[src/hdl/sto_pkg.sv]
// shared constants, types and helpers of the stochastic oscillator
`timescale 1ns / 1ps

package sto_pkg;

    // field widths
    localparam int PRICE_W    = 32;
    localparam int K_W        = 15;
    localparam int CFG_W      = 7;
    localparam logic [CFG_W-1:0] CFG_RESET = 7'd14;

    // price store geometry
    localparam int WINDOW_MAX = 64;
    localparam int ADDR_W     = $clog2(WINDOW_MAX);
    localparam int CNT_W      = $clog2(WINDOW_MAX + 1);

    // %K scaling: 100 * 256 = 2^14 + 2^13 + 2^10
    localparam int K_SH_A     = 14;
    localparam int K_SH_B     = 13;
    localparam int K_SH_C     = 10;
    localparam int NUM_W      = PRICE_W + K_W;
    localparam logic [K_W-1:0] K_MAX = 15'd25600;

    // %D: sum of three %K, divided by 3 through a reciprocal
    localparam int SUM_W      = K_W + 2;
    localparam int RECIP_W    = SUM_W - 1;
    localparam logic [RECIP_W-1:0] RECIP3 = RECIP_W'((2 ** SUM_W + 1) / 3);
    localparam int PROD_W     = SUM_W + RECIP_W;

    // divider step counter
    localparam int DCNT_W     = $clog2(K_W + 1);

    typedef logic [PRICE_W-1:0] t_price;
    typedef logic [K_W-1:0]     t_kval;
    typedef logic [ADDR_W-1:0]  t_addr;
    typedef logic [CNT_W-1:0]   t_cnt;

    // window store command and response
    typedef struct packed {
        logic   wr;
        logic   walk;
        t_price price;
        t_cnt   len;
    } t_win_cmd;

    typedef struct packed {
        logic   done;
        t_price hi;
        t_price lo;
    } t_win_rsp;

    // divider request and response
    typedef struct packed {
        logic             start;
        logic [NUM_W-1:0] num;
        t_price           den;
    } t_div_req;

    typedef struct packed {
        logic  done;
        t_kval quot;
    } t_div_rsp;

    // one result item
    typedef struct packed {
        t_kval k_value;
        t_kval d_value;
        logic  window_full;
        logic  flat_window;
    } t_result;

    // circular pointer steps
    function automatic t_addr ptr_inc(input t_addr p);
        return (p == ADDR_W'(WINDOW_MAX - 1)) ? '0 : p + 1'b1;
    endfunction

    function automatic t_addr ptr_dec(input t_addr p);
        return (p == '0) ? ADDR_W'(WINDOW_MAX - 1) : p - 1'b1;
    endfunction

    // zero reads as one, large values clamp to the store depth
    function automatic t_cnt eff_len(input logic [CFG_W-1:0] cfg);
        if (cfg == '0) begin
            return t_cnt'(1);
        end
        if (int'(cfg) > WINDOW_MAX) begin
            return CNT_W'(WINDOW_MAX);
        end
        return CNT_W'(cfg);
    endfunction

endpackage

[src/hdl/sto_in_if.sv]
// input item channel: price sample and restart flag
`timescale 1ns / 1ps

interface sto_in_if;
    import sto_pkg::*;

    logic   valid;
    logic   ready;
    t_price price;
    logic   restart;

    modport source (output valid, price, restart, input ready);
    modport sink   (input valid, price, restart, output ready);
endinterface

[src/hdl/sto_out_if.sv]
// result item channel: %K, %D and status flags
`timescale 1ns / 1ps

interface sto_out_if;
    import sto_pkg::*;

    logic  valid;
    logic  ready;
    t_kval k_value;
    t_kval d_value;
    logic  window_full;
    logic  flat_window;

    modport source (output valid, k_value, d_value, window_full, flat_window, input ready);
    modport sink   (input valid, k_value, d_value, window_full, flat_window, output ready);
endinterface

[src/hdl/sto_window.sv]
// circular price store with a serial high/low walk over the newest entries
`timescale 1ns / 1ps

module sto_window (
    input  logic              i_clk,
    input  logic              i_rst_n,
    input  sto_pkg::t_win_cmd i_cmd,
    output sto_pkg::t_win_rsp o_rsp
);
    import sto_pkg::*;

    t_price r_mem [WINDOW_MAX];
    t_price r_q;
    t_addr  r_wpos;
    t_addr  r_rd_ptr;
    t_cnt   r_left;
    logic   r_rd_vld;
    logic   r_busy;
    logic   r_done;
    t_price r_hi;
    t_price r_lo;
    logic   rd_en;

    // one read per cycle while entries remain
    assign rd_en = r_busy && (r_left != '0);

    // price memory, registered read
    always_ff @(posedge i_clk) begin
        if (i_cmd.wr) begin
            r_mem[r_wpos] <= i_cmd.price;
        end
        if (rd_en) begin
            r_q <= r_mem[r_rd_ptr];
        end
    end

    // write pointer and walk control
    always_ff @(posedge i_clk) begin
        if (!i_rst_n) begin
            r_wpos   <= '0;
            r_busy   <= 1'b0;
            r_rd_vld <= 1'b0;
            r_done   <= 1'b0;
            r_left   <= '0;
        end else begin
            r_done <= 1'b0;
            if (i_cmd.wr) begin
                r_wpos <= ptr_inc(r_wpos);
            end
            if (i_cmd.walk) begin
                // newest sample seeds high and low, older ones follow
                r_busy   <= 1'b1;
                r_rd_vld <= 1'b0;
                r_rd_ptr <= ptr_dec(r_wpos);
                r_left   <= i_cmd.len - 1'b1;
                r_hi     <= i_cmd.price;
                r_lo     <= i_cmd.price;
            end else if (r_busy) begin
                if (r_rd_vld) begin
                    if (r_q > r_hi) begin
                        r_hi <= r_q;
                    end
                    if (r_q < r_lo) begin
                        r_lo <= r_q;
                    end
                end
                if (rd_en) begin
                    r_rd_ptr <= ptr_dec(r_rd_ptr);
                    r_left   <= r_left - 1'b1;
                    r_rd_vld <= 1'b1;
                end else begin
                    r_rd_vld <= 1'b0;
                end
                if (!rd_en && !r_rd_vld) begin
                    r_busy <= 1'b0;
                    r_done <= 1'b1;
                end
            end
        end
    end

    assign o_rsp.done = r_done;
    assign o_rsp.hi   = r_hi;
    assign o_rsp.lo   = r_lo;

endmodule

[src/hdl/sto_div.sv]
// bit-serial restoring divider, one quotient bit per cycle
`timescale 1ns / 1ps

module sto_div (
    input  logic              i_clk,
    input  logic              i_rst_n,
    input  sto_pkg::t_div_req i_req,
    output sto_pkg::t_div_rsp o_rsp
);
    import sto_pkg::*;

    t_price              r_rem;
    t_price              r_den;
    logic [K_W-1:0]      r_nlo;
    t_kval               r_quot;
    logic [DCNT_W-1:0]   r_cnt;
    logic                r_busy;
    logic                r_done;
    logic [PRICE_W:0]    trial;
    logic [PRICE_W:0]    diff;
    logic                ge;

    // shift in the next numerator bit and try a subtract
    assign trial = {r_rem, r_nlo[K_W-1]};
    assign diff  = trial - {1'b0, r_den};
    assign ge    = (trial >= {1'b0, r_den});

    always_ff @(posedge i_clk) begin
        if (!i_rst_n) begin
            r_busy <= 1'b0;
            r_done <= 1'b0;
            r_cnt  <= '0;
        end else begin
            r_done <= 1'b0;
            if (i_req.start) begin
                // quotient fits in K_W bits, so the upper part is below the divisor
                r_rem  <= i_req.num[NUM_W-1:K_W];
                r_nlo  <= i_req.num[K_W-1:0];
                r_den  <= i_req.den;
                r_quot <= '0;
                r_cnt  <= DCNT_W'(K_W);
                r_busy <= 1'b1;
            end else if (r_busy) begin
                r_rem  <= ge ? diff[PRICE_W-1:0] : trial[PRICE_W-1:0];
                r_nlo  <= {r_nlo[K_W-2:0], 1'b0};
                r_quot <= {r_quot[K_W-2:0], ge};
                r_cnt  <= r_cnt - 1'b1;
                if (r_cnt == DCNT_W'(1)) begin
                    r_busy <= 1'b0;
                    r_done <= 1'b1;
                end
            end
        end
    end

    assign o_rsp.done = r_done;
    assign o_rsp.quot = r_quot;

endmodule

[src/hdl/stochastic_oscillator_core.sv]
// stochastic oscillator top level: sequencing, %D averaging and result register
//
// channel   dir  handshake      payload
// i_in      in   valid/ready    price[31:0], restart
// o_out     out  valid/ready    k_value[14:0], d_value[14:0], window_full, flat_window
// i_cfg     in   write enable   i_cfg_wdata[6:0] = window length
//
// one item at a time; the next item can be accepted in the cycle after the result load
// window not yet full: straight to the result load; full: walk, multiply, divide, sum, load
// the walk reads one older price per cycle from the single read port, then 15 divider steps
// flat window skips multiply and divide; %D averaging adds a reciprocal step after the sum
// reset clears counts and %K history; the price memory is not cleared
// a held result does not block the next item; only the final load waits for o_out.ready
`timescale 1ns / 1ps

module stochastic_oscillator_core (
    input  logic                        i_clk,
    input  logic                        i_rst_n,
    input  logic                        i_cfg_we,
    input  logic [sto_pkg::CFG_W-1:0]   i_cfg_wdata,
    sto_in_if.sink                      i_in,
    sto_out_if.source                   o_out
);
    import sto_pkg::*;

    typedef enum logic [2:0] {
        S_IDLE,
        S_WALK,
        S_MUL,
        S_DIV,
        S_SUM,
        S_RECIP,
        S_OUT
    } t_state;

    t_state              r_state,   n_state;
    logic [CFG_W-1:0]    r_cfg,     n_cfg;
    t_cnt                r_samples, n_samples;
    logic [1:0]          r_kcnt,    n_kcnt;
    t_kval               r_hist0,   n_hist0;
    t_kval               r_hist1,   n_hist1;
    t_price              r_price,   n_price;
    t_price              r_diff,    n_diff;
    t_price              r_den,     n_den;
    t_kval               r_k,       n_k;
    t_kval               r_d,       n_d;
    logic [SUM_W-1:0]    r_sum,     n_sum;
    logic                r_full,    n_full;
    logic                r_flat,    n_flat;
    logic                r_out_vld, n_out_vld;
    t_result             r_out,     n_out;

    t_win_cmd            win_cmd;
    t_win_rsp            win_rsp;
    t_div_req            div_req;
    t_div_rsp            div_rsp;
    logic                in_acc;
    t_cnt                len;
    t_cnt                base_cnt;
    t_cnt                new_cnt;
    logic [PROD_W-1:0]   prod;

    sto_window u_window (
        .i_clk   (i_clk),
        .i_rst_n (i_rst_n),
        .i_cmd   (win_cmd),
        .o_rsp   (win_rsp)
    );

    sto_div u_div (
        .i_clk   (i_clk),
        .i_rst_n (i_rst_n),
        .i_req   (div_req),
        .o_rsp   (div_rsp)
    );

    // handshake and sample count after this item
    assign i_in.ready = (r_state == S_IDLE);
    assign in_acc     = i_in.valid && i_in.ready;
    assign len        = eff_len(r_cfg);
    assign base_cnt   = i_in.restart ? '0 : r_samples;
    assign new_cnt    = (base_cnt < CNT_W'(WINDOW_MAX)) ? base_cnt + 1'b1 : base_cnt;

    // window store command
    assign win_cmd.wr    = in_acc;
    assign win_cmd.walk  = in_acc && (new_cnt >= len);
    assign win_cmd.price = i_in.price;
    assign win_cmd.len   = len;

    // divider load: (price - low) * 25600 by shift-add
    assign div_req.start = (r_state == S_MUL);
    assign div_req.num   = (NUM_W'(r_diff) << K_SH_A) + (NUM_W'(r_diff) << K_SH_B)
                         + (NUM_W'(r_diff) << K_SH_C);
    assign div_req.den   = r_den;

    // sum of three %K times the reciprocal of 3
    assign prod = PROD_W'(r_sum) * PROD_W'(RECIP3);

    // next state and data
    always_comb begin
        n_state   = r_state;
        n_cfg     = i_cfg_we ? i_cfg_wdata : r_cfg;
        n_samples = r_samples;
        n_kcnt    = r_kcnt;
        n_hist0   = r_hist0;
        n_hist1   = r_hist1;
        n_price   = r_price;
        n_diff    = r_diff;
        n_den     = r_den;
        n_k       = r_k;
        n_d       = r_d;
        n_sum     = r_sum;
        n_full    = r_full;
        n_flat    = r_flat;
        n_out_vld = (r_out_vld && o_out.ready) ? 1'b0 : r_out_vld;
        n_out     = r_out;

        unique case (r_state)
            S_IDLE: begin
                if (in_acc) begin
                    n_samples = new_cnt;
                    n_price   = i_in.price;
                    n_flat    = 1'b0;
                    n_k       = '0;
                    n_d       = '0;
                    if (i_in.restart) begin
                        n_kcnt  = '0;
                        n_hist0 = '0;
                        n_hist1 = '0;
                    end
                    if (new_cnt >= len) begin
                        n_full  = 1'b1;
                        n_state = S_WALK;
                    end else begin
                        n_full  = 1'b0;
                        n_state = S_OUT;
                    end
                end
            end
            S_WALK: begin
                if (win_rsp.done) begin
                    if (win_rsp.hi == win_rsp.lo) begin
                        n_flat  = 1'b1;
                        n_k     = '0;
                        n_state = S_SUM;
                    end else begin
                        n_diff  = r_price - win_rsp.lo;
                        n_den   = win_rsp.hi - win_rsp.lo;
                        n_state = S_MUL;
                    end
                end
            end
            S_MUL: begin
                n_state = S_DIV;
            end
            S_DIV: begin
                if (div_rsp.done) begin
                    n_k     = div_rsp.quot;
                    n_state = S_SUM;
                end
            end
            S_SUM: begin
                // %D needs two earlier %K values in this series
                n_sum   = SUM_W'(r_k) + SUM_W'(r_hist0) + SUM_W'(r_hist1);
                n_hist1 = r_hist0;
                n_hist0 = r_k;
                if (r_kcnt == 2'd2) begin
                    n_state = S_RECIP;
                end else begin
                    n_kcnt  = r_kcnt + 1'b1;
                    n_d     = r_k;
                    n_state = S_OUT;
                end
            end
            S_RECIP: begin
                n_d     = prod[SUM_W +: K_W];
                n_state = S_OUT;
            end
            S_OUT: begin
                if (!r_out_vld || o_out.ready) begin
                    n_out_vld         = 1'b1;
                    n_out.k_value     = r_k;
                    n_out.d_value     = r_d;
                    n_out.window_full = r_full;
                    n_out.flat_window = r_flat;
                    n_state           = S_IDLE;
                end
            end
            default: begin
                n_state = S_IDLE;
            end
        endcase
    end

    // state and registered outputs
    always_ff @(posedge i_clk) begin
        if (!i_rst_n) begin
            r_state   <= S_IDLE;
            r_cfg     <= CFG_RESET;
            r_samples <= '0;
            r_kcnt    <= '0;
            r_hist0   <= '0;
            r_hist1   <= '0;
            r_out_vld <= 1'b0;
        end else begin
            r_state   <= n_state;
            r_cfg     <= n_cfg;
            r_samples <= n_samples;
            r_kcnt    <= n_kcnt;
            r_hist0   <= n_hist0;
            r_hist1   <= n_hist1;
            r_price   <= n_price;
            r_diff    <= n_diff;
            r_den     <= n_den;
            r_k       <= n_k;
            r_d       <= n_d;
            r_sum     <= n_sum;
            r_full    <= n_full;
            r_flat    <= n_flat;
            r_out_vld <= n_out_vld;
            r_out     <= n_out;
        end
    end

    assign o_out.valid       = r_out_vld;
    assign o_out.k_value     = r_out.k_value;
    assign o_out.d_value     = r_out.d_value;
    assign o_out.window_full = r_out.window_full;
    assign o_out.flat_window = r_out.flat_window;

    // a partial window reports nothing but zeros
    a_not_full_zero: assert property (@(posedge i_clk) disable iff (!i_rst_n)
        (o_out.valid && !o_out.window_full) |->
            (o_out.k_value == '0 && o_out.d_value == '0 && !o_out.flat_window))
        else $error("partial window item carries nonzero fields");

    // a flat window forces %K to zero
    a_flat_k_zero: assert property (@(posedge i_clk) disable iff (!i_rst_n)
        (o_out.valid && o_out.flat_window) |-> (o_out.k_value == '0))
        else $error("flat window with nonzero %%K");

    // %K and %D stay within 0..100.0
    a_k_range: assert property (@(posedge i_clk) disable iff (!i_rst_n)
        o_out.valid |-> (o_out.k_value <= K_MAX && o_out.d_value <= K_MAX))
        else $error("%%K or %%D above full scale");

    // one item in flight: no new item the cycle after an accept
    a_one_item: assert property (@(posedge i_clk) disable iff (!i_rst_n)
        in_acc |=> !i_in.ready)
        else $error("input ready right after an accepted item");

endmodule
[src/flat_wrapper.sv]
// flat-port wrapper written by rule: the top's interface ports become plain ports
module stochastic_oscillator_core_flat import sto_pkg::*;
  (i_clk, i_rst_n, i_cfg_we, i_cfg_wdata, i_in_valid, i_in_price, i_in_restart, i_in_ready, o_out_valid, o_out_k_value, o_out_d_value, o_out_window_full, o_out_flat_window, o_out_ready);
  sto_in_if i_in_i ();
  sto_out_if o_out_i ();
  input  logic i_clk;
  input  logic i_rst_n;
  input  logic i_cfg_we;
  input  logic [sto_pkg::CFG_W-1:0] i_cfg_wdata;
  input wire logic [$bits(i_in_i.valid)-1:0] i_in_valid;
  input wire logic [$bits(i_in_i.price)-1:0] i_in_price;
  input wire logic [$bits(i_in_i.restart)-1:0] i_in_restart;
  output wire logic [$bits(i_in_i.ready)-1:0] i_in_ready;
  output wire logic [$bits(o_out_i.valid)-1:0] o_out_valid;
  output wire logic [$bits(o_out_i.k_value)-1:0] o_out_k_value;
  output wire logic [$bits(o_out_i.d_value)-1:0] o_out_d_value;
  output wire logic [$bits(o_out_i.window_full)-1:0] o_out_window_full;
  output wire logic [$bits(o_out_i.flat_window)-1:0] o_out_flat_window;
  input wire logic [$bits(o_out_i.ready)-1:0] o_out_ready;
  assign i_in_i.valid = i_in_valid;
  assign i_in_i.price = i_in_price;
  assign i_in_i.restart = i_in_restart;
  assign i_in_ready = i_in_i.ready;
  assign o_out_valid = o_out_i.valid;
  assign o_out_k_value = o_out_i.k_value;
  assign o_out_d_value = o_out_i.d_value;
  assign o_out_window_full = o_out_i.window_full;
  assign o_out_flat_window = o_out_i.flat_window;
  assign o_out_i.ready = o_out_ready;
  stochastic_oscillator_core u_core (.i_clk(i_clk), .i_rst_n(i_rst_n), .i_cfg_we(i_cfg_we), .i_cfg_wdata(i_cfg_wdata), .i_in(i_in_i), .o_out(o_out_i));
endmodule
[config.mk]
export PLATFORM = sky130hd
export DESIGN_NAME = stochastic_oscillator_core_flat
export DESIGN_NICKNAME = d
export VERILOG_FILES = /design/src/hdl/sto_pkg.sv /design/src/hdl/sto_in_if.sv /design/src/hdl/sto_out_if.sv /design/src/hdl/sto_window.sv /design/src/hdl/sto_div.sv /design/src/hdl/stochastic_oscillator_core.sv /design/src/flat_wrapper.sv
export SDC_FILE = /design/constraint.sdc
export NUM_CORES = 2
export LEC_CHECK = 0
export ABC_AREA = 0
export BUFFER_PORTS_ARGS = -buffer_cell sky130_fd_sc_hd__buf_4
export CORE_MARGIN = 2
export CORE_UTILIZATION = 50
export DETAILED_ROUTE_END_ITERATION = 10
export PLACE_DENSITY_LB_ADDON = 0.05
export SYNTH_ARGS = -nofsm -noshare
export SYNTH_HDL_FRONTEND = slang
export SYNTH_SLANG_ARGS = --single-unit
[constraint.sdc]
create_clock -name i_clk -period 11.1 [get_ports i_clk]
set_clock_uncertainty 0.1 [all_clocks]
set_input_delay 1.11 -clock i_clk [delete_from_list [all_inputs] [get_ports i_clk]]
set_output_delay 1.11 -clock i_clk [all_outputs]
set_load 0.005 [all_outputs]
==> flow_metrics.tcl <==
set metrics [dict create \
    pwr-share-comb_pct 19.3 \
    post_cts_resized 0 \
    synth_seq_cells 2483 \
    post_cts.repair.setup_buffers 0 \
    cts_tree "built" \
    muxShareOfSynthArea_pct 14.1 \
    status "completed" \
    setup_viol 0 \
    totalWireLength_mm 277 \
    fin_crit_ns 6.74 \
    row_count 170 \
    initial_core_util_pct 50.4 \
    synth_seq_area_share_pct 68.2 \
    p_int_uw 17700 \
    finalHoldViolations 0 \
    crit_required_ns 11.58 \
    r2r_cells 21 \
    hp-class "reg2reg" \
    whs_endpoint "u_core.u_div.r_den[19]" \
    switching_share_pct 27.0 \
    ant_nets 0 \
    slew-limit-headroom_pct 26.4 \
    grt_max_degree 140 \
    synth_compound_area_share_pct 4.36 \
    ioPinCount 79 \
    fillCellCount 16400 \
    crit_fanout 6 \
    r2r-start "u_core.r_sum[1]" \
    post-route-period-util_pct 60.7 \
    synthCells 5964 \
    synth.area.top_cells "edfxtp_1 67%, mux4_2 13%, ha_1 4.3%, fa_1 2.2%, dfxtp_1 1.3%" \
    grt_pass1_wl_mm 402 \
    syn_to_final_growth_pct 12.2 \
    hp-start "u_core.r_den[19]" \
    finalSetupTns_ns 0 \
    ir_worst_vdd_uv 218 \
    fin_util_pct 56.5 \
    power_density_mw_per_mm2 199 \
    die_w_um 469 \
    track_usage_pct 25.2 \
    clkSinkCount 2483 \
    r2r_setup_slack_ns 4.36 \
    synthAdderAreaFrac_pct 6.47 \
    fin_nets 6743 \
    drc 0 \
    yosysUniqueCellTypes 76 \
    synth_xor_area_share_pct 1.36 \
    grt_pass1_vias 57200 \
    grt.overflow.total 0 \
    p_sw_uw 6540 \
    place.gp.congestion 0.844 \
    yosys_most_used_dff "edfxtp_1" \
    cts_hold_buf 0 \
    cts_buffers 279 \
    pwr-share-clk_pct 35.9 \
    synth_edf_count 2411 \
    r2r-end "u_core.r_d[13]" \
    cap_violations 0 \
    worstPathArrival_ns 7.23 \
    dp_hpwl_mm 164 \
    worstSetupStartpointType "flip-flop" \
    max_freq_ghz 0.148 \
    synth_top_family_by_area "multiplexers" \
    syn_area_mm2 0.108 \
    end_kind "flip-flop" \
    p_leak_uw 0.0414 \
    timing_worst_slew_pin_value_ns 1.10 \
    avgViaCountPerCell 6.10 \
    synth_fp_nets 6497 \
    first_pass_iters 5 \
    design.core.area_mm2 0.215 \
    yosys_warnings 0 \
    yosys.area_share.simple_pct 3.50 \
    drv_slew 0 \
    p_seq_share_pct 44.7 \
    first_iter_violations 5600 \
    dieArea_mm2 0.220 \
    yosysTopAreaCell "edfxtp_1" \
    setup.worst_path.class "reg2reg" \
    clkLatencyLatePin_ns 0.91 \
    root_buffer "clkbuf_16" \
    rsz0062_at_grt "false" \
    path_clk_slew_ns 0.06 \
    antenna_found_initial 14 \
    hold_path_depth 0 \
    cts_max_level 5 \
    ys_async_sr_fraction_pct 0 \
    syn_area_per_cell_um2 18.2 \
    io_buffers 78 \
    fp.dieH_um 469 \
    yosys.area.top_type_share_pct 66.8 \
    cts_buffer_depth 4 \
    vias 56400 \
    drive_above_1_share_pct 20.7 \
    routedWlPerCell_um 30.0 \
]
-- per-layer routing --
metal  track usage (%)  wire length, µm  vias to the layer above
met4              6.95             7900                        2
met3              3.33            15800                      421
met5                 0               20                        -
li1                  -                -                    24300
met2              40.6           133000                     1798
met1              36.6           121000                    29800
-- layout by cell type (no fill, tap or decap), drive strengths merged, types with 18 or more instances in the layout --
cell	count
o221ai	33
mux4	627
mux2i	78
mux2	35
fa	120
clkbuf	347
o21a	29
nand4	26
nand2	211
nor3	76
a22oi	25
a31oi	24
dfxtp	72
a211oi	24
o211ai	23
a21oi	200
clkinv	90
nand3	45
a21o	99
edfxtp	2411
o21ai	115
and3	27
nor2	235
or3	18
nand2b	41
ha	368
xnor2	102
inv	343
xor2	66
and2	45
buf	193
nor2b	41
-- cell usage after synthesis, types with 9 or more instances --
cell / instances
buf_1: 48
a21boi_0: 9
nand2b_1: 41
nor2b_1: 41
o21a_1: 29
mux4_2: 627
a21o_1: 99
buf_2: 27
a2111oi_0: 10
xnor2_1: 102
dfxtp_1: 72
nor3_1: 76
a211o_1: 11
nand2_1: 211
o22ai_1: 17
a21oi_1: 200
nand4_1: 26
nand3_1: 45
nor2_1: 235
mux2_2: 35
o31ai_1: 12
ha_1: 368
inv_1: 338
a31oi_1: 23
o211ai_1: 22
or2_2: 10
or3_1: 18
o21ai_0: 114
edfxtp_1: 2411
o221ai_1: 33
fa_1: 120
a211oi_1: 24
xor2_1: 66
clkbuf_1: 153
and3_1: 27
a22oi_1: 25
a221oi_1: 15
mux2i_1: 78
and2_1: 45
o21bai_1: 17
-- area by class of cell --
cell class,count,area (µm²),share of cell area (%)
clock inverter,119,1010,0.835
multi-input combinational,2912,32800,27.0
antenna,7,17.5,0.0144
inverter,341,1280,1.05
sequential,2483,73800,60.8
tap,2838,3550,2.92
timing repair buffer,193,1540,1.26
clock buffer,347,7450,6.13
-- state kept, by name, indices dropped and copies added, names as in the netlist, 17 cells and up --
register	flops
u_core.u_window.r_q	32
u_core.u_window.r_lo	32
u_core.r_den	32
u_core.u_window.r_hi	32
u_core.r_diff	32
u_core.r_price	32
u_core.u_div.r_rem	32
u_core.u_window.r_mem	2048
u_core.r_sum	17
u_core.u_div.r_den	32
-- logic make-up (layout without fill, tap and decap cells) --
family | Yosys count | after routing
flip-flops | 2483 | 2483
AND/OR/NAND/NOR | 802 | 802
multiplexers | 740 | 740
AO/OA/AOI/OAI | 714 | 714
buffers and inverters | 569 | 1000
adder cells (fa/ha/maj) | 488 | 488
XOR/XNOR | 168 | 168
other | 0 | 7
-- how the worst max path moves through the flow --
stage	startpoint	cells past startpoint	slack [ns]	end
global placement	u_core.r_sum[1]	21	4.49	u_core.r_d[13]
CTS	u_core.r_sum[1]	21	4.34	u_core.r_d[13]
global route	u_core.r_sum[1]	21	4.03	u_core.r_d[13]
floorplan	i_in_restart	15	4.64	u_core.u_window.r_hi[0]
finish	u_core.r_sum[1]	21	4.36	u_core.r_d[13]
detailed placement	u_core.r_sum[1]	21	4.36	u_core.r_d[13]
-- metrics by stage --
| step | hold WS, ns | setup slack, ns | total power [µW] | instance area [µm²] | instances |
|---|---|---|---|---|---|
| 2_1_floorplan | 0.300 | 4.64 | 14300 | 108000 | 5964 |
| 3_3_place_gp | 0.304 | 4.49 | 15700 | 113000 | 8767 |
| 3_5_place_dp | 0.305 | 4.36 | 15800 | 113000 | 8767 |
| 4_1_cts | 0.298 | 4.34 | 24500 | 122000 | 9233 |
| 5_1_grt | 0.309 | 4.03 | 25400 | 122000 | 9234 |
| 6_report | 0.296 | 4.36 | 24200 | 122000 | 9240 |
-- critical path: stages (launching register included) --
cell and delay, ns:
edfxtp_1 0.48, ha_1 0.43, xor2_1 0.32, ha_1 0.29, inv_1 0.08, fa_1 0.42
inv_1 0.09, fa_1 0.42, fa_1 0.49, inv_1 0.05, fa_1 0.47, inv_1 0.04
ha_1 0.33, a211oi_1 0.38, o21ai_0 0.15, o221a_1 0.25, a221o_1 0.46, o21a_1 0.24
a211o_1 0.33, a311o_1 0.38, xnor2_1 0.17, o21ai_1 0.07
-- power by group through the flow --
stage          logic [µW]  clock network [µW]  registers (µW)
3_3_place_gp         4680                   0           11000
6_report             4680                8700           10800
3_5_place_dp         4710                   0           11000
2_1_floorplan        3370                   0           11000
4_1_cts              4750                8870           10800
5_1_grt              5320                9220           10900
Power figures use the tool's default switching activity.
